==> config.mk <==
export PLATFORM = sky130hd
export DESIGN_NAME = bth_ctrl
export DESIGN_NICKNAME = d
export VERILOG_FILES = /design/src/rtl/bth_pkg.sv /design/src/rtl/bth_ctrl.sv
export SDC_FILE = /design/constraint.sdc
export NUM_CORES = 1
export LEC_CHECK = 0
export BUFFER_PORTS_ARGS = -buffer_cell sky130_fd_sc_hd__buf_2
export CAP_MARGIN = 20
export CORE_MARGIN = 2
export CORE_UTILIZATION = 54
export CTS_CLUSTER_DIAMETER = 80
export DETAILED_ROUTE_END_ITERATION = 8
export PLACE_DENSITY_LB_ADDON = 0.05
export SLEW_MARGIN = 20
export SYNTH_ARGS = -nofsm -noshare
export SYNTH_HDL_FRONTEND = slang
export SYNTH_SLANG_ARGS = --single-unit
==> constraint.sdc <==
create_clock -name clk -period 2.12 [get_ports clk]
set_input_delay 0.106 -clock clk [delete_from_list [all_inputs] [get_ports clk]]
set_output_delay 0.106 -clock clk [all_outputs]
set_load 0.05 [all_outputs]
==> src/rtl/bth_pkg.sv <==
package bth_pkg;

	// fixed field widths of the ports and of the tag word
	localparam int FIELD_W = 16;
	localparam int OP_W    = 2;
	localparam int TAG_W   = 32;

	// operation codes
	localparam logic [OP_W-1:0] OP_ALLOC  = 2'd0;
	localparam logic [OP_W-1:0] OP_FREE   = 2'd1;
	localparam logic [OP_W-1:0] OP_RESIZE = 2'd2;

	// boundary tag constants
	localparam logic [TAG_W-1:0] TAG_USED = 32'h1;
	localparam logic [TAG_W-1:0] TAG_PRO  = 32'h9;
	localparam logic [TAG_W-1:0] TAG_EPI  = 32'h1;
	localparam logic [TAG_W-1:0] TAG_ZERO = 32'h0;

	// datapath commands, one per controller step
	typedef enum logic [5:0] {
		C_NOP,
		C_INIT,
		C_LOAD,
		C_SH,
		C_SF,
		C_FR0,
		C_FR1,
		C_MG0,
		C_MG1,
		C_MG2,
		C_MG3,
		C_MG4,
		C_MG5,
		C_RS0,
		C_RS1,
		C_RES_A,
		C_SHR1,
		C_SHR2,
		C_SHR3,
		C_RD_NXT,
		C_RG0,
		C_RG1,
		C_RG3,
		C_RG4,
		C_AL0,
		C_WISS,
		C_WALK,
		C_PL_BEST,
		C_FULL,
		C_EXT1,
		C_EXT2,
		C_PL0,
		C_PL1,
		C_PL_WHOLE,
		C_PL_SPLIT,
		C_PL3,
		C_ALD,
		C_ALD_MV
	} dp_cmd_t;

	// datapath status seen by the controller
	typedef struct packed {
		logic [OP_W-1:0] op;
		logic            size_zero;
		logic            addr_zero;
		logic            init_last;
		logic            walk_out;
		logic            walk_stop;
		logic            best_zero;
		logic            heap_full;
		logic            rs_eq;
		logic            rs_lt;
		logic            rs_big;
		logic            grow_ok;
		logic            whole;
		logic            pu;
		logic            nu;
	} dp_stat_t;

endpackage

==> src/rtl/bth_ctrl.sv <==
module bth_ctrl (
	input  logic              clk,
	input  logic              arst_n,
	input  logic              start,
	input  bth_pkg::dp_stat_t st,
	output bth_pkg::dp_cmd_t  cmd,
	output logic              busy,
	output logic              done
);
	import bth_pkg::*;

	localparam int ST_W = 35;

	typedef enum logic [ST_W-1:0] {
		S_INIT = ST_W'(1) << 0,
		S_IDLE = ST_W'(1) << 1,
		S_DISP = ST_W'(1) << 2,
		S_FIN  = ST_W'(1) << 3,
		S_SH   = ST_W'(1) << 4,
		S_SF   = ST_W'(1) << 5,
		S_FR0  = ST_W'(1) << 6,
		S_FR1  = ST_W'(1) << 7,
		S_MG0  = ST_W'(1) << 8,
		S_MG1  = ST_W'(1) << 9,
		S_MG2  = ST_W'(1) << 10,
		S_MG3  = ST_W'(1) << 11,
		S_MG4  = ST_W'(1) << 12,
		S_MG5  = ST_W'(1) << 13,
		S_RS0  = ST_W'(1) << 14,
		S_RS1  = ST_W'(1) << 15,
		S_RS2  = ST_W'(1) << 16,
		S_RSH2 = ST_W'(1) << 17,
		S_RSH3 = ST_W'(1) << 18,
		S_RG0  = ST_W'(1) << 19,
		S_RG1  = ST_W'(1) << 20,
		S_RG3  = ST_W'(1) << 21,
		S_RG4  = ST_W'(1) << 22,
		S_AL0  = ST_W'(1) << 23,
		S_WCHK = ST_W'(1) << 24,
		S_WRD  = ST_W'(1) << 25,
		S_WEND = ST_W'(1) << 26,
		S_EXT1 = ST_W'(1) << 27,
		S_EXT2 = ST_W'(1) << 28,
		S_PL0  = ST_W'(1) << 29,
		S_PL1  = ST_W'(1) << 30,
		S_PL2  = ST_W'(1) << 31,
		S_PL3  = ST_W'(1) << 32,
		S_PLR  = ST_W'(1) << 33,
		S_ALD  = ST_W'(1) << 34
	} state_t;

	state_t state_q, state_d;
	state_t ret_q, ret_d;
	logic   plc_q, plc_d;
	logic   alc_q, alc_d;

	// sequence the request through its micro-steps
	always_comb begin
		state_d = state_q;
		ret_d   = ret_q;
		plc_d   = plc_q;
		alc_d   = alc_q;
		cmd     = C_NOP;
		unique case (state_q)
			S_INIT: begin
				cmd = C_INIT;
				if (st.init_last) state_d = S_IDLE;
			end
			S_IDLE: begin
				if (start) begin
					cmd     = C_LOAD;
					state_d = S_DISP;
				end
			end
			S_DISP: begin
				alc_d = 1'b0;
				priority if (st.op == OP_ALLOC) begin
					state_d = st.size_zero ? S_FIN : S_AL0;
				end else if (st.op == OP_FREE) begin
					state_d = st.addr_zero ? S_FIN : S_FR0;
				end else if (st.op == OP_RESIZE) begin
					priority if (st.size_zero) state_d = st.addr_zero ? S_FIN : S_FR0;
					else if (st.addr_zero) state_d = S_AL0;
					else state_d = S_RS0;
				end else begin
					state_d = S_FIN;
				end
			end
			S_FIN: state_d = S_IDLE;
			S_SH: begin
				cmd     = C_SH;
				state_d = S_SF;
			end
			S_SF: begin
				cmd     = C_SF;
				state_d = ret_q;
			end
			S_FR0: begin
				cmd     = C_FR0;
				state_d = S_FR1;
			end
			S_FR1: begin
				cmd     = C_FR1;
				ret_d   = S_MG0;
				state_d = S_SH;
			end
			S_MG0: begin
				cmd     = C_MG0;
				state_d = S_MG1;
			end
			S_MG1: begin
				cmd     = C_MG1;
				state_d = S_MG2;
			end
			S_MG2: begin
				cmd     = C_MG2;
				state_d = S_MG3;
			end
			S_MG3: begin
				cmd     = C_MG3;
				state_d = S_MG4;
			end
			S_MG4: begin
				cmd     = C_MG4;
				state_d = S_MG5;
			end
			S_MG5: begin
				if (st.pu && st.nu) begin
					state_d = S_FIN;
				end else begin
					cmd     = C_MG5;
					ret_d   = S_FIN;
					state_d = S_SH;
				end
			end
			S_RS0: begin
				cmd     = C_RS0;
				state_d = S_RS1;
			end
			S_RS1: begin
				cmd     = C_RS1;
				state_d = S_RS2;
			end
			S_RS2: begin
				priority if (st.rs_eq) begin
					cmd     = C_RES_A;
					state_d = S_FIN;
				end else if (st.rs_lt && st.rs_big) begin
					cmd     = C_SHR1;
					ret_d   = S_RSH2;
					state_d = S_SH;
				end else if (st.rs_lt) begin
					cmd     = C_RES_A;
					state_d = S_FIN;
				end else begin
					cmd     = C_RD_NXT;
					state_d = S_RG0;
				end
			end
			S_RSH2: begin
				cmd     = C_SHR2;
				ret_d   = S_RSH3;
				state_d = S_SH;
			end
			S_RSH3: begin
				cmd     = C_SHR3;
				state_d = S_MG0;
			end
			S_RG0: begin
				cmd     = C_RG0;
				state_d = S_RG1;
			end
			S_RG1: begin
				if (st.grow_ok) begin
					cmd     = C_RG1;
					plc_d   = 1'b1;
					state_d = S_PL0;
				end else begin
					alc_d   = 1'b1;
					state_d = S_AL0;
				end
			end
			S_RG3: begin
				cmd     = C_RG3;
				state_d = S_RG4;
			end
			S_RG4: begin
				cmd     = C_RG4;
				ret_d   = S_FIN;
				state_d = S_SH;
			end
			S_AL0: begin
				cmd     = C_AL0;
				state_d = S_WCHK;
			end
			S_WCHK: begin
				if (st.walk_out) begin
					state_d = S_WEND;
				end else begin
					cmd     = C_WISS;
					state_d = S_WRD;
				end
			end
			S_WRD: begin
				cmd     = C_WALK;
				state_d = st.walk_stop ? S_WEND : S_WCHK;
			end
			S_WEND: begin
				priority if (!st.best_zero) begin
					cmd     = C_PL_BEST;
					plc_d   = 1'b0;
					state_d = S_PL0;
				end else if (st.heap_full) begin
					cmd     = C_FULL;
					state_d = S_FIN;
				end else begin
					cmd     = C_EXT1;
					state_d = S_EXT2;
				end
			end
			S_EXT2: begin
				cmd     = C_EXT2;
				plc_d   = 1'b0;
				ret_d   = S_PL0;
				state_d = S_SH;
			end
			S_PL0: begin
				cmd     = C_PL0;
				state_d = S_PL1;
			end
			S_PL1: begin
				cmd     = C_PL1;
				state_d = S_PL2;
			end
			S_PL2: begin
				if (st.whole) begin
					cmd   = C_PL_WHOLE;
					ret_d = S_PLR;
				end else begin
					cmd   = C_PL_SPLIT;
					ret_d = S_PL3;
				end
				state_d = S_SH;
			end
			S_PL3: begin
				cmd     = C_PL3;
				ret_d   = S_PLR;
				state_d = S_SH;
			end
			S_PLR: state_d = plc_q ? S_RG3 : S_ALD;
			S_ALD: begin
				if (alc_q) begin
					cmd     = C_ALD_MV;
					state_d = S_FR0;
				end else begin
					cmd     = C_ALD;
					state_d = S_FIN;
				end
			end
			default: state_d = S_IDLE;
		endcase
	end

	// hold state and return context
	always_ff @(posedge clk or negedge arst_n) begin
		if (!arst_n) begin
			state_q <= S_INIT;
			ret_q   <= S_FIN;
			plc_q   <= 1'b0;
			alc_q   <= 1'b0;
		end else begin
			state_q <= state_d;
			ret_q   <= ret_d;
			plc_q   <= plc_d;
			alc_q   <= alc_d;
		end
	end

	assign busy = (state_q != S_IDLE);
	assign done = (state_q == S_FIN);

	a_take: assert property (@(posedge clk) disable iff (!arst_n)
		(start && !busy) |=> busy) else $error("request not taken");
	a_pulse: assert property (@(posedge clk) disable iff (!arst_n)
		done |=> !done) else $error("result strobe longer than one cycle");
	a_free: assert property (@(posedge clk) disable iff (!arst_n)
		done |=> !busy) else $error("not idle after result");

endmodule
==> out/metrics.cfg, run 1 <==
[run_status]
status = stopped before the end
haltStage = 5_1_grt
tool.error = [ERROR DPL-0033] detailed placement checks failed during check placement.

[yosys]
synth_xor_area_share_pct = 2.19
synth_flop_cell = dfrtp_1
synthCells = 291
synth_fa_ha_area_share_pct = 0
synth.distinct_cells = 54
synth_edf_count = 0
yosys.area.top_type_share_pct = 36.6
synth_top_area_cell = dfrtp_1
synth_warnings = 0
avgSynthCellArea_sq_um = 9.62
synth_top_family_by_area = simple AND/OR/NAND/NOR gates
synth-seq-cells = 43
synth_area_leaders = dfrtp_1 (37%), nor4_4 (6.1%), nor2_1 (4.3%), nor3_1 (3.8%), nand2_1 (2.9%)
synth-simple-area-share_pct = 45.5
async_flop_share_pct = 100
synth.net_count = 310
synth_compound_area_share_pct = 12.0
yosys-mux-area-fraction_pct = 0
ys_seq_area_share_pct = 38.5
syn-cell-area_sq_um = 2800

[floorplan]
ios = 27
die_x_um = 76.0
fp-row-count = 26
initial_core_util_pct = 55.5
die_height_um = 76.0

[timing]
worstEndpointType = top-level output
postGrtWorstEndpoint = cmd[0]

[placed_design]
io_buffers = 26
place.gp.congestion = 1.02
dp_hpwl_um = 8120
dp_slack_ns = -0.373

[clocking]
numCtsBuffers = 5
clkSinkCount = 43
cts_root_buffer = clkbuf_8
htreeDepth = 2
clockBufferDepth = 2

[global_routing]
antenna_found_initial = 0
grt_max_degree = 28

==> Yosys cell counts, types with 8 or more instances <==
| master | count |
|---|---|
| nor3_1 | 21 |
| nand2_1 | 22 |
| nor4_4 | 8 |
| nand4_1 | 12 |
| nor4_1 | 8 |
| inv_1 | 9 |
| dfrtp_1 | 41 |
| a21oi_1 | 10 |
| nor2_1 | 32 |
==> what timing repair did <==
item,in CTS
setup buffers,14
resized for setup,40
pin swaps,8
hold buffers,5
endpoints found under the hold margin,27
endpoints found under the setup margin,27
==> cells by family after synthesis <==
group,Yosys count
buf+inv,12
compound gates,46
simple gates,183
flops,43
xor+xnor,7
==> metrics by stage <==
| stage | util (%) | hold slack (ns) | area [sq um] | instances | TNS (ns) |
|---|---|---|---|---|---|
| CTS | 88.0 | 0.0682 | 4440 | 529 | -7.34 |
| floorplan | - | -0.190 | 2910 | 291 | -1.78 |
| detailed placement | 79.6 | 0.159 | 4010 | 502 | -4.15 |
| global placement | 79.6 | 0.145 | 4010 | 502 | -4.26 |
==> inputs of run 2 (changes only) <==
- CORE_UTILIZATION: 54 -> 40
- CTS_CLUSTER_DIAMETER: 80 -> not set
- PLACE_DENSITY_LB_ADDON: 0.05 -> 0.15
- clock period: 2.12 -> 2.8 ns (I/O delays scaled with it)
==> run 2 against run 1 <==
Compared with the run above:
- the flow now finishes, with violations (negative setup slack)
- synthesized cell count did not move
- area after synthesis did not move
==> out/metrics.cfg, run 2 <==
[clocking]
cts_tree = done
clk-insertion-delay-late_ns = 0.30
clockBufferDepth = 2  ; unchanged
cts_root_buffer = clkbuf_8
htreeDepth = 2  ; unchanged
numCtsBuffers = 5  ; unchanged
clkSlewWorstSetupHoldPaths_ns = 0.09
clkSinkCount = 43  ; unchanged

[final_layout]
syn_to_final_growth_pct = 41.3
most-common-layout-cells = buf_4 (74), nor2_1 (29), dfrtp_1 (24), nand2_1 (20), buf_2 (20)
largest_reg_flops = 34
diodes = 0
multiInputGateArea_sq_um = 1830
drive_gt1_share_pct = 45.9
layout_commonest_cell = buf_4
finish.net_count = 419
top_register = state_q
regArea_sq_um = 1100
fin_cells = 497
fillers = 589
reg.largest.list = state_q (34), ret_q (7)
fin_area_sq_um = 3960

[yosys]
synth_area_leaders = dfrtp_1 (37%), nor4_4 (6.1%), nor2_1 (4.3%), nor3_1 (3.8%), nand2_1 (2.9%)
synth_warnings = 0  ; unchanged
synth.net_count = 310  ; unchanged
synth_flop_cell = dfrtp_1
synth-seq-cells = 43  ; unchanged
synthCells = 291  ; unchanged
synth_most_common_cell = dfrtp_1
ys_seq_area_share_pct = 38.5  ; unchanged
synth_edf_count = 0  ; unchanged
yosys.area.top_type_share_pct = 36.6  ; unchanged
synth.distinct_cells = 54  ; unchanged
synthTopCellsByCount = dfrtp_1 (41), nor2_1 (32), nand2_1 (22)
synth_top_area_cell = dfrtp_1
syn-cell-area_sq_um = 2800  ; unchanged
async_flop_share_pct = 100  ; unchanged
avgSynthCellArea_sq_um = 9.62  ; unchanged

[placed_design]
io_buffers = 26  ; unchanged
placed_area_sq_um = 3320  ; -17%
dp_slack_ns = 0.00814  ; +0.381 ns
dp_hpwl_um = 6700  ; -17%
place.gp.congestion = 0.926  ; -8.9%
dp_cells = 447  ; -11%

[timing]
grt_setup_unrepaired = true
finalCritPeriodShare_pct = 103
slew_headroom_pct = 63.1
setup_slack_ns = -0.0843
setup_viol = 4
hold_violations = 0
max_freq_ghz = 0.347
final_max_slew_viol_count = 0
tightest_slew_ns = 0.553
period_minus_slack_ns = 2.88
final.setup_skew_ns = 0.00879

[setup_path]
crit_family = simple AND/OR/NAND/NOR gates
crit_chain = nor4_4 -> buf_4 -> nand2_4 -> nor4_4 -> a31oi_2 -> and3b_2 -> nand4b_1 -> buf_6
r2r_cells = 8
crit_top_cell = nor4_4
worst_path_max_delay_cell = nor4_4
ff2ff_setup_slack_ns = 0.25
start_kind = flip-flop
critPathBufInv = 2
path_class = flip-flop to output pin
r2r_start = state_q[2]
slowest_delay_ns = 0.49
r2r_end = ret_q[33]
cp.required_ns = 2.66
crit_arrival_ns = 2.74
critical_path_peak_fanout = 6
critPathCaptureType = output pin

[run_status]
violations = negative setup slack
status = complete, but fails checks

[hold_path]
holdCritPathClass = primary input to flip-flop
hold_depth = 2
holdPathEnd = state_q[19]
min_from = st[5]

[global_routing]
grt_pass1_vias = 2666
overflow = 0
antenna_found_initial = 0
grt.total_usage_pct = 23.9
grt_pass1_wl_um = 13800
grt_max_degree = 44

[pwr]
powerDensity_nw_per_um2 = 498
p_leak_nw = 1.87
ir_drop_mv = 0.291

[detailed_routing]
first_pass_iters = 6
wire_per_inst_um = 18.9
route.detailed.drc = 0
routed_wl_um = 9410
ant_nets = 0
dr.first_iter.drc_count = 399
via_count = 2914
vias_per_cell = 5.86

[floorplan]
initial_core_util_pct = 41.2  ; -14 points
fp-row-count = 30  ; +15%
die_height_um = 87.7  ; +15%
dieArea_sq_um = 7690
die_x_um = 87.7  ; +15%
ios = 27  ; unchanged
core-area_sq_um = 6790

[flow_run]
cap_violations = 0

run 2: layout make-up:
type / instances / area share (%)
clock buffer: 6 / 2.09
timing repair buffer: 104 / 19.5
tap: 96 / 3.04
multi-input combinational: 237 / 46.3
inverter: 9 / 0.854
sequential: 43 / 27.8
clock inverter: 2 / 0.411
run 2: kinds of logic after synthesis:
kind of cell	after synthesis	share of synthesized area (%)
buffers and inverters	12	1.79
flip-flops	43	38.5
AND/OR/NAND/NOR	183	45.5
XOR/XNOR	7	2.19
AO/OA/AOI/OAI	46	12.0
run 2: report_power, final:
part           switching (W)  leakage, nW  internal [W]
registers          0.0000364        0.553      0.000647
clock network       0.000228       0.0474      0.000201
logic               0.000498         1.27      0.000362
total               0.000762         1.87       0.00121
run 2: worst register-to-register path: cells and delay by family (launching register included):
| family | cells | cell delay (ns) |
|---|---|---|
| and+or+nand+nor | 3 | 1.09 |
| AOI/OAI and AO/OA | 3 | 0.58 |
| DFF | 1 | 0.45 |
| buffers and inverters | 2 | 0.32 |
run 2: through the flow:
| step | power, W | TNS, ns | hold WS, ns | utilization (%) |
|---|---|---|---|---|
| finish | 0.00197 | -0.183 | 0.00634 | 58.3 |
| global route | 0.00206 | -0.599 | 0.00253 | 58.3 |
| CTS | 0.00180 | -0.0631 | 0.000653 | 52.4 |
| detailed placement | 0.00130 | 0 | 0.292 | 48.8 |
| global placement | 0.00130 | -0.00417 | 0.290 | 48.8 |
| floorplan | 0.00111 | 0 | -0.156 | - |
run 2: layer usage:
metal | track usage (%) | part of all wire, %
met1 | 31.8 | 42
met2 | 39.6 | 48
met3 | 3.68 | 6.4
met4 | 8.39 | 2.8
met5 | 0 | 0
run 2: worst max path at each step:
stage           startpoint      to  slack [ns]  cells after the start
2_1_floorplan   state_q[9]    done        0.02                      5
4_1_cts        state_q[19]  cmd[0]       -0.04                      9
5_1_grt        state_q[24]  cmd[1]       -0.15                      8
3_3_place_gp   state_q[30]  cmd[0]      -0.004                      8
6_report        state_q[2]  cmd[4]       -0.08                      8
3_5_place_dp   state_q[30]  cmd[0]       0.008                      8
run 2: timing repair:
item,4_1_cts,5_1_grt
setup endpoints to repair,5,6
gates resized for setup,17,44
endpoints found under the hold margin,1,42
setup buffers,10,34
gates cloned,0,1
pin swaps,5,20
hold buffers,1,2
(Power assumes the default switching activity.)
